[config.mk]
export PLATFORM = sky130hd
export DESIGN_NAME = telemetry_frame_builder_crc16
export DESIGN_NICKNAME = d
export VERILOG_FILES = /design/src/rtl/core/tfb_pkg.sv /design/src/rtl/core/tfb_front.sv /design/src/rtl/core/tfb_queue.sv /design/src/rtl/core/tfb_back.sv /design/src/rtl/core/telemetry_frame_builder_crc16.sv
export SDC_FILE = /design/constraint.sdc
export NUM_CORES = 1
export LEC_CHECK = 0
export BUFFER_PORTS_ARGS = -buffer_cell sky130_fd_sc_hd__buf_2
export CAP_MARGIN = 20
export CORE_MARGIN = 1
export CORE_UTILIZATION = 42
export CTS_CLUSTER_SIZE = 40
export DETAILED_ROUTE_END_ITERATION = 8
export SETUP_SLACK_MARGIN = 0.1
export SLEW_MARGIN = 20
export SYNTH_ARGS = -nofsm -noshare
export SYNTH_HDL_FRONTEND = slang
export SYNTH_SLANG_ARGS = --single-unit
[constraint.sdc]
create_clock -name i_clk -period 5.12 [get_ports i_clk]
set_input_delay 0.768 -clock i_clk [delete_from_list [all_inputs] [get_ports i_clk]]
set_output_delay 0.768 -clock i_clk [all_outputs]
set_load 0.05 [all_outputs]
[src/rtl/core/tfb_pkg.sv]
// tfb_pkg: shared types, constants and the CRC byte update for the frame builder.
// No dependencies; imported by every module of the block.
package tfb_pkg;

    // frame geometry
    localparam int RDG_PER_FRAME = 18;
    localparam int POS_W         = 5;

    // command queue between front and back
    localparam int QDEPTH = 2;
    localparam int QPTR_W = (QDEPTH > 1) ? $clog2(QDEPTH) : 1;
    localparam int QCNT_W = $clog2(QDEPTH + 1);

    // byte steps of one frame
    localparam int STEP_W = 4;
    localparam logic [STEP_W-1:0] STEP_TS3   = 4'd0;
    localparam logic [STEP_W-1:0] STEP_TS2   = 4'd1;
    localparam logic [STEP_W-1:0] STEP_TS1   = 4'd2;
    localparam logic [STEP_W-1:0] STEP_TS0   = 4'd3;
    localparam logic [STEP_W-1:0] STEP_CNT   = 4'd4;
    localparam logic [STEP_W-1:0] STEP_RD_HI = 4'd5;
    localparam logic [STEP_W-1:0] STEP_RD_LO = 4'd6;
    localparam logic [STEP_W-1:0] STEP_CRC_H = 4'd7;
    localparam logic [STEP_W-1:0] STEP_CRC_L = 4'd8;
    localparam logic [STEP_W-1:0] STEP_TAIL0 = 4'd9;
    localparam logic [STEP_W-1:0] STEP_TAIL1 = 4'd10;
    localparam logic [STEP_W-1:0] STEP_TAIL2 = 4'd11;

    // CRC-16 settings and trailer bytes
    localparam logic [15:0] CRC_INIT  = 16'hFFFF;
    localparam logic [15:0] CRC_POLY  = 16'h1021;
    localparam logic [7:0]  TAIL_B0   = 8'hFF;
    localparam logic [7:0]  TAIL_B1   = 8'h00;
    localparam logic [7:0]  TAIL_B2   = 8'h33;

    // one classified reading, front to back
    typedef struct packed {
        logic [31:0] timestamp;
        logic [15:0] reading;
        logic [7:0]  counter;
        logic        first;
        logic        last;
    } t_cmd;

    // queue status seen by the front
    typedef struct packed {
        logic full;
        logic empty;
    } t_qstat;

    // MSB-first CRC update over one byte
    function automatic logic [15:0] crc_byte(input logic [15:0] crc, input logic [7:0] b);
        logic [15:0] c;
        c = crc ^ {b, 8'h00};
        for (int k = 0; k < 8; k++) begin
            if (c[15]) begin
                c = {c[14:0], 1'b0} ^ CRC_POLY;
            end else begin
                c = {c[14:0], 1'b0};
            end
        end
        return c;
    endfunction

endpackage

[src/rtl/core/tfb_front.sv]
// tfb_front: accepts readings, tracks frame position and the per-second counter.
// Depends on tfb_pkg; pushes one command per word into tfb_queue.
module tfb_front
    import tfb_pkg::*;
(
    input  logic        i_clk,
    input  logic        i_rst_n,
    input  logic        i_in_valid,
    input  logic [31:0] i_timestamp,
    input  logic [15:0] i_reading,
    input  t_qstat      i_qstat,
    output logic        o_push,
    output t_cmd        o_cmd
);

    logic [POS_W-1:0] r_pos, n_pos;
    logic [31:0]      r_prev_time, n_prev_time;
    logic [7:0]       r_sec_cnt, n_sec_cnt;
    logic             first, last;

    assign o_push = i_in_valid && !i_qstat.full;

    // classify the word and work out the next frame state
    always_comb begin
        first       = (r_pos == '0);
        last        = ({1'b0, r_pos} + 1'b1) >= (POS_W+1)'(RDG_PER_FRAME);
        n_pos       = r_pos;
        n_prev_time = r_prev_time;
        n_sec_cnt   = r_sec_cnt;
        if (first) begin
            n_prev_time = i_timestamp;
            if (i_timestamp != r_prev_time) begin
                n_sec_cnt = 8'd0;
            end else begin
                n_sec_cnt = r_sec_cnt + 8'd1;
            end
        end
        if (last) begin
            n_pos = '0;
        end else begin
            n_pos = r_pos + 1'b1;
        end
    end

    assign o_cmd = '{timestamp: i_timestamp, reading: i_reading,
                     counter: n_sec_cnt, first: first, last: last};

    always_ff @(posedge i_clk) begin
        if (!i_rst_n) begin
            r_pos       <= '0;
            r_prev_time <= '0;
            r_sec_cnt   <= '0;
        end else if (o_push) begin
            r_pos       <= n_pos;
            r_prev_time <= n_prev_time;
            r_sec_cnt   <= n_sec_cnt;
        end
    end

endmodule

[src/rtl/core/tfb_queue.sv]
// tfb_queue: short command queue that decouples the front from the back.
// Depends on tfb_pkg for t_cmd, t_qstat and the depth constants.
module tfb_queue
    import tfb_pkg::*;
(
    input  logic   i_clk,
    input  logic   i_rst_n,
    input  logic   i_push,
    input  t_cmd   i_cmd,
    input  logic   i_pop,
    output t_cmd   o_head,
    output t_qstat o_stat
);

    t_cmd              r_slot [QDEPTH];
    logic [QPTR_W-1:0] r_wptr, r_rptr;
    logic [QCNT_W-1:0] r_cnt;
    logic              do_push, do_pop;

    assign o_stat.full  = (r_cnt == QCNT_W'(QDEPTH));
    assign o_stat.empty = (r_cnt == '0);
    assign do_push      = i_push && !o_stat.full;
    assign do_pop       = i_pop && !o_stat.empty;
    assign o_head       = r_slot[r_rptr];

    function automatic logic [QPTR_W-1:0] ptr_inc(input logic [QPTR_W-1:0] p);
        if (p == QPTR_W'(QDEPTH - 1)) begin
            return '0;
        end
        return p + 1'b1;
    endfunction

    // payload slots
    always_ff @(posedge i_clk) begin
        if (do_push) begin
            r_slot[r_wptr] <= i_cmd;
        end
    end

    // pointers and fill count
    always_ff @(posedge i_clk) begin
        if (!i_rst_n) begin
            r_wptr <= '0;
            r_rptr <= '0;
            r_cnt  <= '0;
        end else begin
            if (do_push) begin
                r_wptr <= ptr_inc(r_wptr);
            end
            if (do_pop) begin
                r_rptr <= ptr_inc(r_rptr);
            end
            if (do_push && !do_pop) begin
                r_cnt <= r_cnt + 1'b1;
            end else if (do_pop && !do_push) begin
                r_cnt <= r_cnt - 1'b1;
            end
        end
    end

    a_cnt_range: assert property (@(posedge i_clk) disable iff (!i_rst_n)
        r_cnt <= QCNT_W'(QDEPTH))
        else $error("queue count out of range");
    a_push_full: assert property (@(posedge i_clk) disable iff (!i_rst_n)
        o_stat.full && !do_pop |=> o_stat.full)
        else $error("full queue lost an entry without a pop");
    a_pop_count: assert property (@(posedge i_clk) disable iff (!i_rst_n)
        do_pop && !do_push |=> r_cnt == $past(r_cnt) - 1'b1)
        else $error("pop did not lower the count");

endmodule

[src/rtl/core/tfb_back.sv]
// tfb_back: serializes queued commands into frame bytes and runs the CRC.
// Depends on tfb_pkg; pulls commands from tfb_queue, drives the output register.
module tfb_back
    import tfb_pkg::*;
(
    input  logic       i_clk,
    input  logic       i_rst_n,
    input  t_cmd       i_head,
    input  t_qstat     i_qstat,
    output logic       o_pop,
    input  logic       i_out_stall,
    output logic       o_out_valid,
    output logic [7:0] o_out_byte,
    output logic       o_run_last,
    output logic       o_frame_last
);

    t_cmd              r_cmd;
    logic              r_busy;
    logic [STEP_W-1:0] r_step;
    logic [15:0]       r_crc;
    logic              r_out_valid;
    logic [7:0]        r_out_byte;
    logic              r_run_last, r_frame_last;

    logic              can_emit, emit, at_end;
    logic [STEP_W-1:0] end_step;
    logic [7:0]        cur_byte;

    assign can_emit = !r_out_valid || !i_out_stall;
    assign emit     = r_busy && can_emit;
    assign end_step = r_cmd.last ? STEP_TAIL2 : STEP_RD_LO;
    assign at_end   = (r_step == end_step);
    assign o_pop    = !i_qstat.empty && (!r_busy || (emit && at_end));

    // byte for the current step
    always_comb begin
        unique case (r_step)
            STEP_TS3:   cur_byte = r_cmd.timestamp[31:24];
            STEP_TS2:   cur_byte = r_cmd.timestamp[23:16];
            STEP_TS1:   cur_byte = r_cmd.timestamp[15:8];
            STEP_TS0:   cur_byte = r_cmd.timestamp[7:0];
            STEP_CNT:   cur_byte = r_cmd.counter;
            STEP_RD_HI: cur_byte = r_cmd.reading[15:8];
            STEP_RD_LO: cur_byte = r_cmd.reading[7:0];
            STEP_CRC_H: cur_byte = r_crc[15:8];
            STEP_CRC_L: cur_byte = r_crc[7:0];
            STEP_TAIL0: cur_byte = TAIL_B0;
            STEP_TAIL1: cur_byte = TAIL_B1;
            STEP_TAIL2: cur_byte = TAIL_B2;
            default:    cur_byte = TAIL_B1;
        endcase
    end

    // command register
    always_ff @(posedge i_clk) begin
        if (o_pop) begin
            r_cmd <= i_head;
        end
    end

    // step sequencer and CRC
    always_ff @(posedge i_clk) begin
        if (!i_rst_n) begin
            r_busy <= 1'b0;
            r_step <= STEP_TS3;
            r_crc  <= CRC_INIT;
        end else begin
            if (emit && !at_end) begin
                r_step <= r_step + 1'b1;
            end
            if (o_pop) begin
                r_busy <= 1'b1;
                r_step <= i_head.first ? STEP_TS3 : STEP_RD_HI;
            end else if (emit && at_end) begin
                r_busy <= 1'b0;
            end
            if (o_pop && i_head.first) begin
                r_crc <= CRC_INIT;
            end else if (emit && r_step <= STEP_RD_LO) begin
                r_crc <= crc_byte(r_crc, cur_byte);
            end
        end
    end

    // output register
    always_ff @(posedge i_clk) begin
        if (!i_rst_n) begin
            r_out_valid <= 1'b0;
        end else if (can_emit) begin
            r_out_valid <= r_busy;
        end
    end

    always_ff @(posedge i_clk) begin
        if (emit) begin
            r_out_byte   <= cur_byte;
            r_run_last   <= at_end;
            r_frame_last <= (r_step == STEP_TAIL2);
        end
    end

    assign o_out_valid  = r_out_valid;
    assign o_out_byte   = r_out_byte;
    assign o_run_last   = r_run_last;
    assign o_frame_last = r_frame_last;

    a_step_range: assert property (@(posedge i_clk) disable iff (!i_rst_n)
        r_busy |-> r_step <= end_step)
        else $error("byte step ran past the end of its word");
    a_frame_tail: assert property (@(posedge i_clk) disable iff (!i_rst_n)
        r_out_valid && r_frame_last |-> r_run_last && r_out_byte == TAIL_B2)
        else $error("frame end without closing trailer byte");
    a_hold: assert property (@(posedge i_clk) disable iff (!i_rst_n)
        r_out_valid && i_out_stall |=> r_out_valid && $stable(r_out_byte))
        else $error("stalled output byte changed");

endmodule

[src/rtl/core/telemetry_frame_builder_crc16.sv]
// Telemetry frame builder: readings in, CRC-16 framed byte stream out.
// An accepted word passes a queue slot and the command register to the output.
// Throughput: one output byte per cycle unless stalled; a mid-frame word sends
// reading bytes, a first adds timestamp and counter, a last CRC and trailer.
// The byte-wide output register sets the rate; a 2-entry queue decouples it.
// Reset: synchronous active low; clears position, counter, timestamp, queue.
module telemetry_frame_builder_crc16
    import tfb_pkg::*;
(
    input  logic        i_clk,
    input  logic        i_rst_n,
    input  logic        i_in_valid,
    output logic        o_in_stall,
    input  logic [31:0] i_timestamp,
    input  logic [15:0] i_reading,
    output logic        o_out_valid,
    input  logic        i_out_stall,
    output logic [7:0]  o_out_byte,
    output logic        o_run_last,
    output logic        o_frame_last
);

    t_cmd   push_cmd, head_cmd;
    t_qstat qstat;
    logic   push, pop;

    assign o_in_stall = qstat.full;

    tfb_front u_front (
        .i_clk       (i_clk),
        .i_rst_n     (i_rst_n),
        .i_in_valid  (i_in_valid),
        .i_timestamp (i_timestamp),
        .i_reading   (i_reading),
        .i_qstat     (qstat),
        .o_push      (push),
        .o_cmd       (push_cmd)
    );

    tfb_queue u_queue (
        .i_clk   (i_clk),
        .i_rst_n (i_rst_n),
        .i_push  (push),
        .i_cmd   (push_cmd),
        .i_pop   (pop),
        .o_head  (head_cmd),
        .o_stat  (qstat)
    );

    tfb_back u_back (
        .i_clk        (i_clk),
        .i_rst_n      (i_rst_n),
        .i_head       (head_cmd),
        .i_qstat      (qstat),
        .o_pop        (pop),
        .i_out_stall  (i_out_stall),
        .o_out_valid  (o_out_valid),
        .o_out_byte   (o_out_byte),
        .o_run_last   (o_run_last),
        .o_frame_last (o_frame_last)
    );

endmodule
# Word level (Yosys, flattened, before mapping)
# Memories as Yosys holds them, arrays and structs flattened. A register that Yosys moved wholly into a read port is not among the register bits.
# Cells that the tools add are included.
# totals
inputBits	52
ram_bits	116
wordCells	135
output_inout_bits	12
latchBits	0
mem_count	1
reg_bits	138
rom_bits	0
# op_classes
shifts	0
multipliers	0
reduce_logical	29
addsub	8
n_mux	55
n_eq_ne	13
div_mod_pow	0
bitwise	10
magnitude_cmp	2
# memory_table
name	depth	width	rd	rd_clocked_by_memory_dff	wr	line_no	source
u_queue.r_slot	2	58	1	1	1	tfb_queue.sv:15	t_cmd r_slot [QDEPTH];
# ops
operator	n
16-bit two-way mux	21
13-bit two-way mux	8
8-bit case mux with 11 select lines	1
32-bit != test	1
3-bit NOT	8
4-bit by 3-bit equality test with 1-bit output, second input constant	4
1-bit two-way mux	16
8-bit two-way mux	2
16-bit XOR	1
4-bit equality test, second input constant	3
4-bit two-way mux	3
1-bit logical AND	11
8-bit by 1-bit adder with 8-bit output, second input constant	1
4-bit by 2-bit equality test with 1-bit output, second input constant	2
1-bit zero test	8
5-bit by 1-bit adder with 6-bit output, second input constant	1
6-bit by 5-bit >= comparator with 1-bit output, second input constant	1
2-bit nonzero test	3
5-bit by 1-bit adder with 5-bit output, second input constant	1
5-bit zero test	1
5-bit two-way mux	1
4-bit by 1-bit adder with 4-bit output, second input constant	1
4-bit by 1-bit equality test with 1-bit output, second input constant	1
4-bit equality test	1
other kinds (13)	16

# Depth between registers and ports, before layout
# Gate-level depths: netlist of the first run.
# logic_depth
depth_word	41
ltp_mapped	11
mapped_depth_nobuf	9

# By module
# Synthesis of the first run repeated with hierarchy kept, for this count alone.
# unflattened
hier_cells	852
area_unflattened_um2	10959.3
# by_module_without_submodules
mod	instances	cells_each	area_per_inst_um2	seq_area_each_um2
tfb_queue	1	205	4415.5	3583.4
tfb_back	1	293	3824.9	2452.4
tfb_front	1	354	2718.9	900.9

# Least setup slack after synthesis of the first run
# OpenSTA, ideal clock, no wires.
# synth_timing
kind	input -> register
start	input i_in_valid
end	memory u_queue.r_slot[0][0] in the netlist's numbering, enable pin
path_buffers	1
path_slack_ns	1.083
t_required_ns	4.644
setup_time_ns	0.476
arrival_ns	3.562
stages	3
cell_sequence	nand2_1 clkbuf_1 nor2_1
# synth_between
elab_chain_len	4
# synth_lines
element	line_no	source
start: declaration	telemetry_frame_builder_crc16.sv:12	input logic i_in_valid,
1-bit logical AND	tfb_front.sv:21	assign o_push = i_in_valid && !i_qstat.full;
1-bit logical AND	tfb_queue.sv:22	assign do_push = i_push && !o_stat.full;
1-bit two-way mux	tfb_queue.sv:35	if (do_push) begin
1-bit two-way mux (not written as such)	tfb_queue.sv:36	r_slot[r_wptr] <= i_cmd;
end: declaration	tfb_queue.sv:15	
# No other way between the ends.

# Final worst setup path of the first run
# layout_timing
start	register u_back.r_step[3]
end	register u_back.r_cmd[26] in the netlist's numbering, enable pin
# layout_between
elab_chain_len	4
# layout_lines
element	line_no	source
start: declaration	tfb_back.sv:20	logic [STEP_W-1:0] r_step;
start signal: assignment	tfb_back.sv:70	r_step <= r_step + 1'b1;
start signal: assignment	tfb_back.sv:74	r_step <= i_head.first ? STEP_TS3 : STEP_RD_HI;
4-bit equality test	tfb_back.sv:33	assign at_end = (r_step == end_step);
net u_back.at_end	tfb_back.sv:26	logic can_emit, emit, at_end;
1-bit logical AND	tfb_back.sv:34	assign o_pop = !i_qstat.empty && (!r_busy || (emit && at_end));
1-bit logical OR	tfb_back.sv:34	
1-bit logical AND	tfb_back.sv:34	
net pop	telemetry_frame_builder_crc16.sv:25	logic push, pop;
end signal: assignment	tfb_back.sv:58	r_cmd <= i_head;
end: declaration	tfb_back.sv:18	t_cmd r_cmd;
# The timed path passes the listed nets, and every way through them passes these cells.
# A chain may end at the register's enable or synchronous reset.

==> flow_summary.ini, run 1 <==
[grt]
grt_overflow = 0
grt_max_degree = 59
track_usage = 0.1658
antenna_found_initial = 0
grt_pass1_wl_mm = 33.21
grt_pass1_vias = 6025

[power_and_ir_drop]
vdd_drop_max_uv = 307.0
power_frac_seq = 0.427
power_leakage_nw = 4.194
power.internal_mw = 4.766
power_mw = 7.061
combPwrFrac = 0.312
p_switching_mw = 2.295
powerDensity_nw_per_um2 = 581.6
p_sw_frac = 0.3251
power_frac_clock = 0.261

[timing]
slew_headroom = 0.3284
period_share = 0.6289
worst_pin_slew_ps = 1005
final-hold-violation-count = 0
period_needed_ps = 3220
max_freq_mhz = 310.6
slew_viol_final = 0
finalSetupViolations = 0
holdWs_ps = 427.7
skew_ps = 14.11
fin_setup_tns_ps = 0
rsz0062_at_grt = no

[route]
detail-route-antenna-nets = 0
via_per_inst = 5.087
dr.pass1.iters = 5
num_vias = 6166
first_iter_violations = 381
wl_per_cell_microns = 17.57
drcViolationCount = 0
drt-total-wl_mm = 21.29

[worst_setup_path]
start_kind = register
cp_max_fo = 35
rrSetupSlack_ps = 1900
critPathArrivalTime_ps = 3440
required_ps = 5340
timing.rr.start = u_back.r_step[3]
cp-end-kind = register
reg2reg_depth = 6
critPathLaunch = u_back.r_step[3]
r2r-end = u_back.r_cmd[26]
crit_type = reg -> reg

[yosys]
ys_seq_area_frac = 0.6502
syn-num-nets = 867
ys_warn_count = 0
synth_top_area_share = 0.5151
synth_edf_count = 183
syn_area_per_cell_sq_um = 13.24
ys_top_cells_by_area = edfxtp_1 (52%), dfxtp_1 (14%), mux2_2 (6.1%), xnor2_1 (4.0%), nand2_1 (3.6%)
synthCells = 806
synth_flop_cell = edfxtp_1
yosysMostFrequentCell = edfxtp_1
yosys_register_bits = 255
async_flop_share = 0
yosysTopAreaCell = edfxtp_1
synth_area_sq_um = 10670
ys_types = 65
ys_top_cells_by_count = edfxtp_1 (183), nand2_1 (102), dfxtp_1 (72), mux2_2 (58), xnor2_1 (49)

[outcome]
status = complete, no violations

[clocking]
postCtsSetupRepairBufs = 0
cts_resized = 0
cts_tree = built
clk_pin_slew_ps = 60
clk_latency_ps = 530
cts_htree_levels = 1
cts_buffers = 27
cts_root_buf = clkbuf_16
ctsHoldBuffers = 0
clock_sinks = 255
clockBufferDepth = 3

[flow_run]
cap_violations = 0

[floorplan]
row_count = 57
die_w_microns = 161.4
core_sq_um = 24600
dieArea_sq_um = 26040
io-pin-count = 64
start_util = 0.4336
chipHeight_microns = 161.4

[final_layout]
syn2layout_area_growth_pct = 13.80
drive_gt1_frac = 0.2095
antenna_cells = 0
nets = 928

[worst_hold_path]
worstHoldPathType = in -> reg
hp-start = i_reading[9]
holdPathEnd = u_queue.r_slot[1][19]
hold_path_depth = 1

[placement]
gp_congestion = 0.8423
io_buffers = 63
dpl.hpwl_mm = 14.15
-- cell type report --
| class | count | area [sq um] |
|---|---|---|
| Clock buffer | 34 | 701.9 |
| Clock inverter | 16 | 137.6 |
| Fill cell | 2193 | 12460 |
| Inverter | 14 | 52.55 |
| Multi-Input combinational cell | 495 | 3507 |
| Sequential cell | 255 | 6938 |
| Tap cell | 324 | 405.4 |
| Timing Repair Buffer | 74 | 397.9 |
-- metrics by stage --
stage	util	setup WS, ps	cell area, sq um	instances
after floorplan	-	1083	10670	806
after global placement	0.4591	1944	11300	1162
after detailed placement	0.4591	1938	11300	1162
after CTS	0.4932	1931	12140	1212
after global routing	0.4934	1721	12140	1212
final	0.4934	1900	12140	1212
-- kinds of logic (layout without fill, tap and decap cells) --
family | count (synthesis) | after routing | synth area share
adder cells (fa/ha/maj) | 9 | 9 | 0.01056
AND/OR/NAND/NOR | 212 | 212 | 0.09090
flip-flops | 255 | 255 | 0.6502
multiplexers | 62 | 62 | 0.06498
AO/OA/AOI/OAI | 145 | 145 | 0.09712
buffers and inverters | 56 | 138 | 0.02310
XOR/XNOR | 67 | 67 | 0.06310
-- sequential cells by signal, summed over array words and instances (netlist names), 2 cells and up, named ones only --
signal	count
u_back.o_out_byte	8
u_back.r_step	4
u_front.r_prev_time	32
u_front.r_pos	5
u_back.r_cmd	57
u_queue.r_slot	116
u_front.r_sec_cnt	8
u_queue.r_cnt	2
u_back.r_crc	16
-- cell usage in the layout, fill, tap and decap left out, types with 7 or more instances in the layout --
master,instances
a21boi_0,43
a21oi_1,24
a22oi_1,7
buf_2,63
buf_4,11
clkbuf_1,7
clkbuf_16,27
dfxtp_1,71
edfxtp_1,183
ha_1,9
inv_1,11
mux2_2,58
nand2_1,102
nand3_1,13
nand4_1,11
nor2_1,36
nor2b_1,11
o211ai_1,8
o21ai_0,21
xnor2_1,49
xor2_1,12
-- power groups by stage --
stage / clock network (mW) / logic, mW / registers, mW
4_1_cts: 1.89 / 2.22 / 3.02
2_1_floorplan: 0 / 1.61 / 3.12
3_5_place_dp: 0 / 2.21 / 3.06
5_1_grt: 1.97 / 2.41 / 3.06
6_report: 1.84 / 2.21 / 3.02
3_3_place_gp: 0 / 2.20 / 3.06
-- how the worst max path moves through the flow --
stage | end | cells after the start | slack, ps
5_1_grt | u_back.r_cmd[39] | 6 | 1720
4_1_cts | u_back.r_cmd[29] | 6 | 1930
3_5_place_dp | u_back.r_cmd[26] | 6 | 1940
3_3_place_gp | u_back.r_cmd[25] | 6 | 1940
2_1_floorplan | u_queue.r_slot[0][0] | 3 | 1080
6_report | u_back.r_cmd[26] | 6 | 1900
-- per-layer routing --
metal / share of wire / global-route usage
met5: 0 / 0
met3: 0.037 / 0.02645
met4: 0.029 / 0.06432
met2: 0.45 / 0.2584
met1: 0.48 / 0.2328
-- worst max-delay path: stages, from the launching register on --
cell	delay, ps
dfxtp_1	590
nand2b_1	300
or3_1	310
a21oi_1	430
a21oi_2	260
inv_2	630
buf_4	360
(Power assumes the default switching activity.)
==> inputs of run 2 (changes only) <==
--- a/config.mk
+++ b/config.mk
@@ -5,6 +5,7 @@
 export SDC_FILE = /design/constraint.sdc
 export NUM_CORES = 1
 export LEC_CHECK = 0
+export ABC_AREA = 1
 export BUFFER_PORTS_ARGS = -buffer_cell sky130_fd_sc_hd__buf_2
 export CAP_MARGIN = 20
 export CORE_MARGIN = 1
==> constraint.sdc (replaced) <==
create_clock -name i_clk -period 2.75 [get_ports i_clk]
set_input_delay 0.4125 -clock i_clk [delete_from_list [all_inputs] [get_ports i_clk]]
set_output_delay 0.4125 -clock i_clk [all_outputs]
set_load 0.05 [all_outputs]
==> run 2 against run 1 <==
Global-route usage rose by 1.2 points. Area after synthesis rose by 2.3%. Wire length rose by 8.9%. Setup slack got worse by 1500 ps. Combinational power rose by 100%. Clock skew rose by 1.7 ps. Maximum frequency rose by 37%. Critical path depth rose by 5. Non-clock buffer count rose by 10. Final area rose by 3.9%. Critical path type unchanged. Critical endpoint is now u_queue.r_rptr. Largest cell class unchanged. Largest power group unchanged. Highest routed layer unchanged.
==> flow_summary.ini, run 2 <==
[placement]
dpl_cell_area_sq_um = 11670
place_ws_ps = 249.7
dp_cells = 1499
dpl.hpwl_mm = 16.00
io_buffers = 63
gp_congestion = 0.9427

[yosys]
yosys.area_share.simple = 0.2410
ys_seq_area_frac = 0.6359
ys_warn_count = 0
yosys_register_bits = 255
synth.area.mux_share = 0
synth-xor-area-share = 0.02409
synth_area_sq_um = 10910
synth_top_area_share = 0.5037
ys_top_cells_by_area = edfxtp_1 (50%), dfxtp_1 (13%), nand2_1 (12%), nor2_1 (4.1%), nand3_1 (3.6%)
syn_area_per_cell_sq_um = 9.663
synth_top_family_by_area = simple AND/OR/NAND/NOR gates
yosysMostFrequentCell = nand2_1
synthAdderAreaFrac = 0.01032
synth_flop_cell = edfxtp_1
ys_types = 31
ys_top_cells_by_count = nand2_1 (345), edfxtp_1 (183), nor2_1 (120), nand3_1 (79), inv_1 (73)
async_flop_share = 0
synth_compound_area_frac = 0.04439
yosysTopAreaCell = edfxtp_1
syn-num-nets = 1190
synth_edf_count = 183
synthCells = 1129

[final_layout]
nets = 1260
instances_no_fill = 1551
fillers = 2295
drive_gt1_frac = 0.1278
layout_commonest_cell = nand2_1
largest_reg_flops = 116
syn2layout_area_growth_pct = 15.60
antenna_cells = 0
final_cell_mix = nand2_1 (345), edfxtp_1 (183), nor2_1 (117), nand3_1 (79), inv_1 (73)
top_regs = u_queue.r_slot x116, u_back.r_cmd x57, u_front.r_prev_time x32
final_core_util = 0.4979
fin_area_sq_um = 12610
largest_register = u_queue.r_slot

[clocking]
cts_root_buf = clkbuf_16
cts_htree_levels = 1
clockBufferDepth = 3
cts_buffers = 28
clock_sinks = 255
clk_pin_slew_ps = 60
clk_latency_ps = 530
postCtsSetupRepairBufs = 0
cts_tree = built
ctsHoldBuffers = 0

[timing]
period_needed_ps = 2355
holdWs_ps = 66.93
slew_viol_final = 0
final-hold-violation-count = 0
worst_pin_slew_ps = 633.8
fin_setup_tns_ps = 0
finalSetupViolations = 0
period_share = 0.8565
max_freq_mhz = 424.5
slew_headroom = 0.5775
setup_ws_ps = 394.5
rsz0062_at_grt = no
skew_ps = 15.81

[grt]
antenna_found_initial = 0
grt_max_degree = 58
track_usage = 0.1781
grt_pass1_vias = 7047
grt_pass1_wl_mm = 37.27
grt_overflow = 0

[floorplan]
chipHeight_microns = 163.2
dieArea_sq_um = 26620
core_sq_um = 25330
start_util = 0.4307
row_count = 58
io-pin-count = 64
die_w_microns = 163.2

[power_and_ir_drop]
power_leakage_nw = 5.281
vdd_drop_max_uv = 611.8
power_mw = 14.14
powerDensity_nw_per_um2 = 1121

[outcome]
status = complete, no violations

[route]
num_vias = 7696
drt-total-wl_mm = 23.19
wl_met3_mm = 1.123
first_iter_violations = 583
detail-route-antenna-nets = 0
wl_met2_mm = 10.87
dr.pass1.iters = 5
wl_per_cell_microns = 14.95
wl_met1_mm = 10.86
drcViolationCount = 0
via_per_inst = 4.962
highest_layer = met4

[flow_run]
cap_violations = 0

[worst_setup_path]
cp-end-kind = register
required_ps = 3190
crit_type = reg -> reg
cp_max_fo = 48
start_kind = register
critPathArrivalTime_ps = 2800

[worst_hold_path]
worstHoldPathType = in -> reg
run 2: changes by cell type after synthesis, moves of 6 or more:
cell / delta
a21boi_0: -43
a21oi_1: +6
a22oi_1: -6
inv_1: +61
mux2_2: -58
nand2_1: +243
nand3_1: +66
nand4_1: +48
nor2_1: +81
nor2b_1: -11
o211ai_1: -6
o21ai_0: +27
or2_2: +8
xnor2_1: -30
run 2: worst paths after layout:
kind	startpoint	end	slack, ps	depth (start not counted)
min	i_reading[1]	u_queue.r_slot[0][11]	70	1
max	u_back.r_step[2]	u_queue.r_rptr	390	11
max reg2reg	u_back.r_step[2]	u_queue.r_rptr	390	11
min reg2reg	u_queue.r_rptr	register	460	1
run 2: worst max-delay path, stage by stage (launching register included):
cell and delay [ps]:
dfxtp_1 430, inv_2 150, nor2_1 230, inv_1 70
o22ai_1 110, nand2_1 110, o21ai_1 210, o21ai_2 140
clkinv_2 220, buf_12 280, o21ai_0 140, a21oi_1 160
run 2: logic make-up (layout without fill, tap and decap cells):
group                    count (synthesis)  after routing
XOR/XNOR                                30             30
adder cells (fa/ha/maj)                  9              9
AO/OA/AOI/OAI                           91             91
buffers and inverters                  122            214
AND/OR/NAND/NOR                        622            622
flip-flops                             255            255
run 2: layout make-up:
type                            count  area (sq um)  area share
Multi-Input combinational cell    752          3518      0.2790
Clock inverter                     14         153.9     0.01220
Sequential cell                   255          6939      0.5503
Timing Repair Buffer               84         523.0     0.04147
Clock buffer                       38         769.5     0.06102
Inverter                           78         294.0     0.02332
Tap cell                          330         412.9     0.03274
run 2: what timing repair did:
action,in CTS,in global routing
setup endpoints to repair,0,17
resized for setup,0,6
endpoints found under the hold margin,0,0
run 2: metal layers:
metal  global-route usage  up-vias
met2               0.2943      170
met4              0.03908        0
met5                    0        -
li1                     -     3941
met1               0.2479     3552
met3              0.02565       33
run 2: power by group:
part / switching (mW) / internal (mW) / leakage (nW)
sequential: 0.518 / 5.47 / 2.32
clock: 1.44 / 2.24 / 0.444
combinational: 3.16 / 1.31 / 2.52
total: 5.12 / 9.02 / 5.28
==> inputs of run 3 (changes only) <==
--- a/config.mk
+++ b/config.mk
@@ -16,4 +16,5 @@
 export SLEW_MARGIN = 20
 export SYNTH_ARGS = -nofsm -noshare
 export SYNTH_HDL_FRONTEND = slang
+export SYNTH_HIERARCHICAL = 1
 export SYNTH_SLANG_ARGS = --single-unit
==> run 3 against run 2 <==
Area after synthesis rose by 6.1%. Sequential cell count did not move. Power fell by 0.99%. Combinational power rose by 4%. Critical path type unchanged. Critical endpoint is now u_back/r_crc[1]. Highest routed layer unchanged.
==> flow_summary.ini, run 3 <==
[flow_run]
cap_violations = 0

[final_layout]
syn2layout_area_growth_pct = 10.42
instances_no_fill = 1477
largest_reg_flops = 116
drive_gt1_frac = 0.1893
antenna_cells = 0
layout_commonest_cell = nand2_1
largest_register = u_queue/r_slot
nets = 1176
final_cell_mix = nand2_1 (241), edfxtp_1 (183), nand3_1 (95), inv_1 (80), dfxtp_1 (71)
fin_area_sq_um = 12780
top_regs = u_queue/r_slot x116, u_back/r_cmd x57, u_front/r_prev_time x32
final_core_util = 0.4729

[timing]
holdWs_ps = 64.63
skew_ps = 9.140
finalSetupViolations = 0
final-hold-violation-count = 0
period_needed_ps = 2439
max_freq_mhz = 409.9
slew_headroom = 0.3651
period_share = 0.8870
worst_pin_slew_ps = 950.0
setup_ws_ps = 310.7
fin_setup_tns_ps = 0
rsz0062_at_grt = no
slew_viol_final = 0

[worst_setup_path]
cp_max_fo = 17
critPathArrivalTime_ps = 2850
crit_slowest_cell = ha_1
path_common_cell = nand2_1
slowest_delay_ps = 460
required_ps = 3160
cp-end-kind = register
rrSetupSlack_ps = 310
start_kind = register
cp_cell_sequence = inv_1, ha_1, nand3_1, nand2_1, nor2_1, nand3_2, nand2_1, nand2_1, nand2_1, nand2_1, nand2_1, nand3_1
crit_type = reg -> reg
cpLargestDelayFamily = simple AND/OR/NAND/NOR gates
crit_buf_inv = 1

[clocking]
cts_resized = 0
cts_root_buf = clkbuf_16
clk_pin_slew_ps = 70
ctsHoldBuffers = 0
clock_sinks = 255
cts_buffers = 27
cts_htree_levels = 1
clockBufferDepth = 3
clk_latency_ps = 540
cts_tree = built
postCtsSetupRepairBufs = 0

[power_and_ir_drop]
power_mw = 14.00
vdd_drop_max_uv = 509.8
power_frac_clock = 0.249
power.internal_mw = 8.978
combPwrFrac = 0.334
powerDensity_nw_per_um2 = 1095
power_frac_seq = 0.417
p_sw_frac = 0.3587
p_switching_mw = 5.022
power_leakage_nw = 5.082

[yosys]
async_flop_share = 0
syn-num-nets = 1155
ys_types = 33
ys_top_cells_by_area = edfxtp_1 (47%), dfxtp_1 (12%), nand2_1 (7.8%), nand3_1 (4.1%), mux2_2 (3.7%)
synth_flop_cell = edfxtp_1
syn_area_per_cell_sq_um = 10.58
ys_warn_count = 6
ys_seq_area_frac = 0.5993
yosysTopAreaCell = edfxtp_1
synth_top_area_share = 0.4748
ys_top_cells_by_count = nand2_1 (241), edfxtp_1 (183), nand3_1 (95), inv_1 (80), dfxtp_1 (72)
synth_area_sq_um = 11570
synth_edf_count = 183
yosysMostFrequentCell = nand2_1
synthCells = 1094
yosys_register_bits = 255

[placement]
dp_cells = 1427
dpl.hpwl_mm = 15.92
dpl_cell_area_sq_um = 11930
io_buffers = 63
place_ws_ps = 138.0
gp_congestion = 0.8841

[grt]
antenna_found_initial = 0
grt_pass1_wl_mm = 37.23
use_met2 = 0.2750
grt_overflow = 0
grt.busiest_layer = met2
grtUsageMet1 = 0.2300
grtUsageMet3 = 0.02562
grt_max_degree = 44
grt_pass1_vias = 7010
track_usage = 0.1670

[floorplan]
die_w_microns = 168.0
dieArea_sq_um = 28230
start_util = 0.4283
core_sq_um = 27030
chipHeight_microns = 168.0
io-pin-count = 64
row_count = 60

[route]
detail-route-antenna-nets = 0
drt-total-wl_mm = 23.53
via_per_inst = 5.068
wl_per_cell_microns = 15.93
first_iter_violations = 537
dr.pass1.iters = 5
num_vias = 7485
drcViolationCount = 0

[outcome]
status = complete, no violations

[worst_hold_path]
worstHoldPathType = in -> reg
==> run 3: cell types whose count changed after synthesis, moves of 16 or more <==
cell,delta
nor2_1,-59
buf_4,+49
mux2_4,+20
a21oi_1,+27
nand3_1,+16
nand2_1,-104
o21ai_0,-28
mux2_2,+38
==> run 3: cell families (layout without fill, tap and decap cells) <==
kind of cell | Yosys count | after routing | share of synthesized area
AOI/OAI and AO/OA | 88 | 88 | 0.03978
and+or+nand+nor | 472 | 472 | 0.1834
DFF | 255 | 255 | 0.5993
buffers and inverters | 180 | 222 | 0.08064
xor gates and xnor gates | 32 | 32 | 0.02421
muxes | 58 | 58 | 0.06291
adders and majority gates | 9 | 9 | 0.009729
==> run 3: worst register-to-register path: cells and delay by family (launching register included) <==
kind	cells	cell delay, ps
fa+ha+maj	1	460
buf+inv	1	120
flops	1	420
simple gates	10	1310
==> run 3: worst paths after layout <==
| path | from | endpoint | cells past startpoint |
|---|---|---|---|
| worst max-delay path | u_back/r_step[0] | u_back/r_crc[1] | 12 |
| worst min-delay path | i_reading[8] | u_queue/r_slot[0][18] | 1 |
| worst max register to register | u_back/r_step[0] | u_back/r_crc[1] | 12 |
| worst min register to register | u_front/r_prev_time[20] | u_front/r_prev_time[20] | 2 |
==> run 3: power by group through the flow <==
stage,registers (mW),clock network (mW),logic [mW]
floorplan,6.02,0,3.30
global placement,5.90,0,4.63
detailed placement,5.92,0,4.67
CTS,5.84,3.57,4.69
global route,5.94,3.71,5.19
finish,5.84,3.49,4.67
==> run 3: metal layers <==
layer,part of all wire,vias to the layer above,wire [microns]
met1,0.45,3525,10680
met3,0.054,37,1277
met2,0.47,173,11060
met4,0.021,0,505
met5,0,-,0
li1,-,3750,-
==> run 3: area by class of cell <==
type                    instances  area [sq um]
multi-input cells             659          3732
flip-flops and latches        255          6938
repair buffers                 83         503.0
inverters                      89         339.1
fillers                      2465         14240
clock inverters                 9         103.9
clock buffers                  41         738.2
well taps                     341         426.7
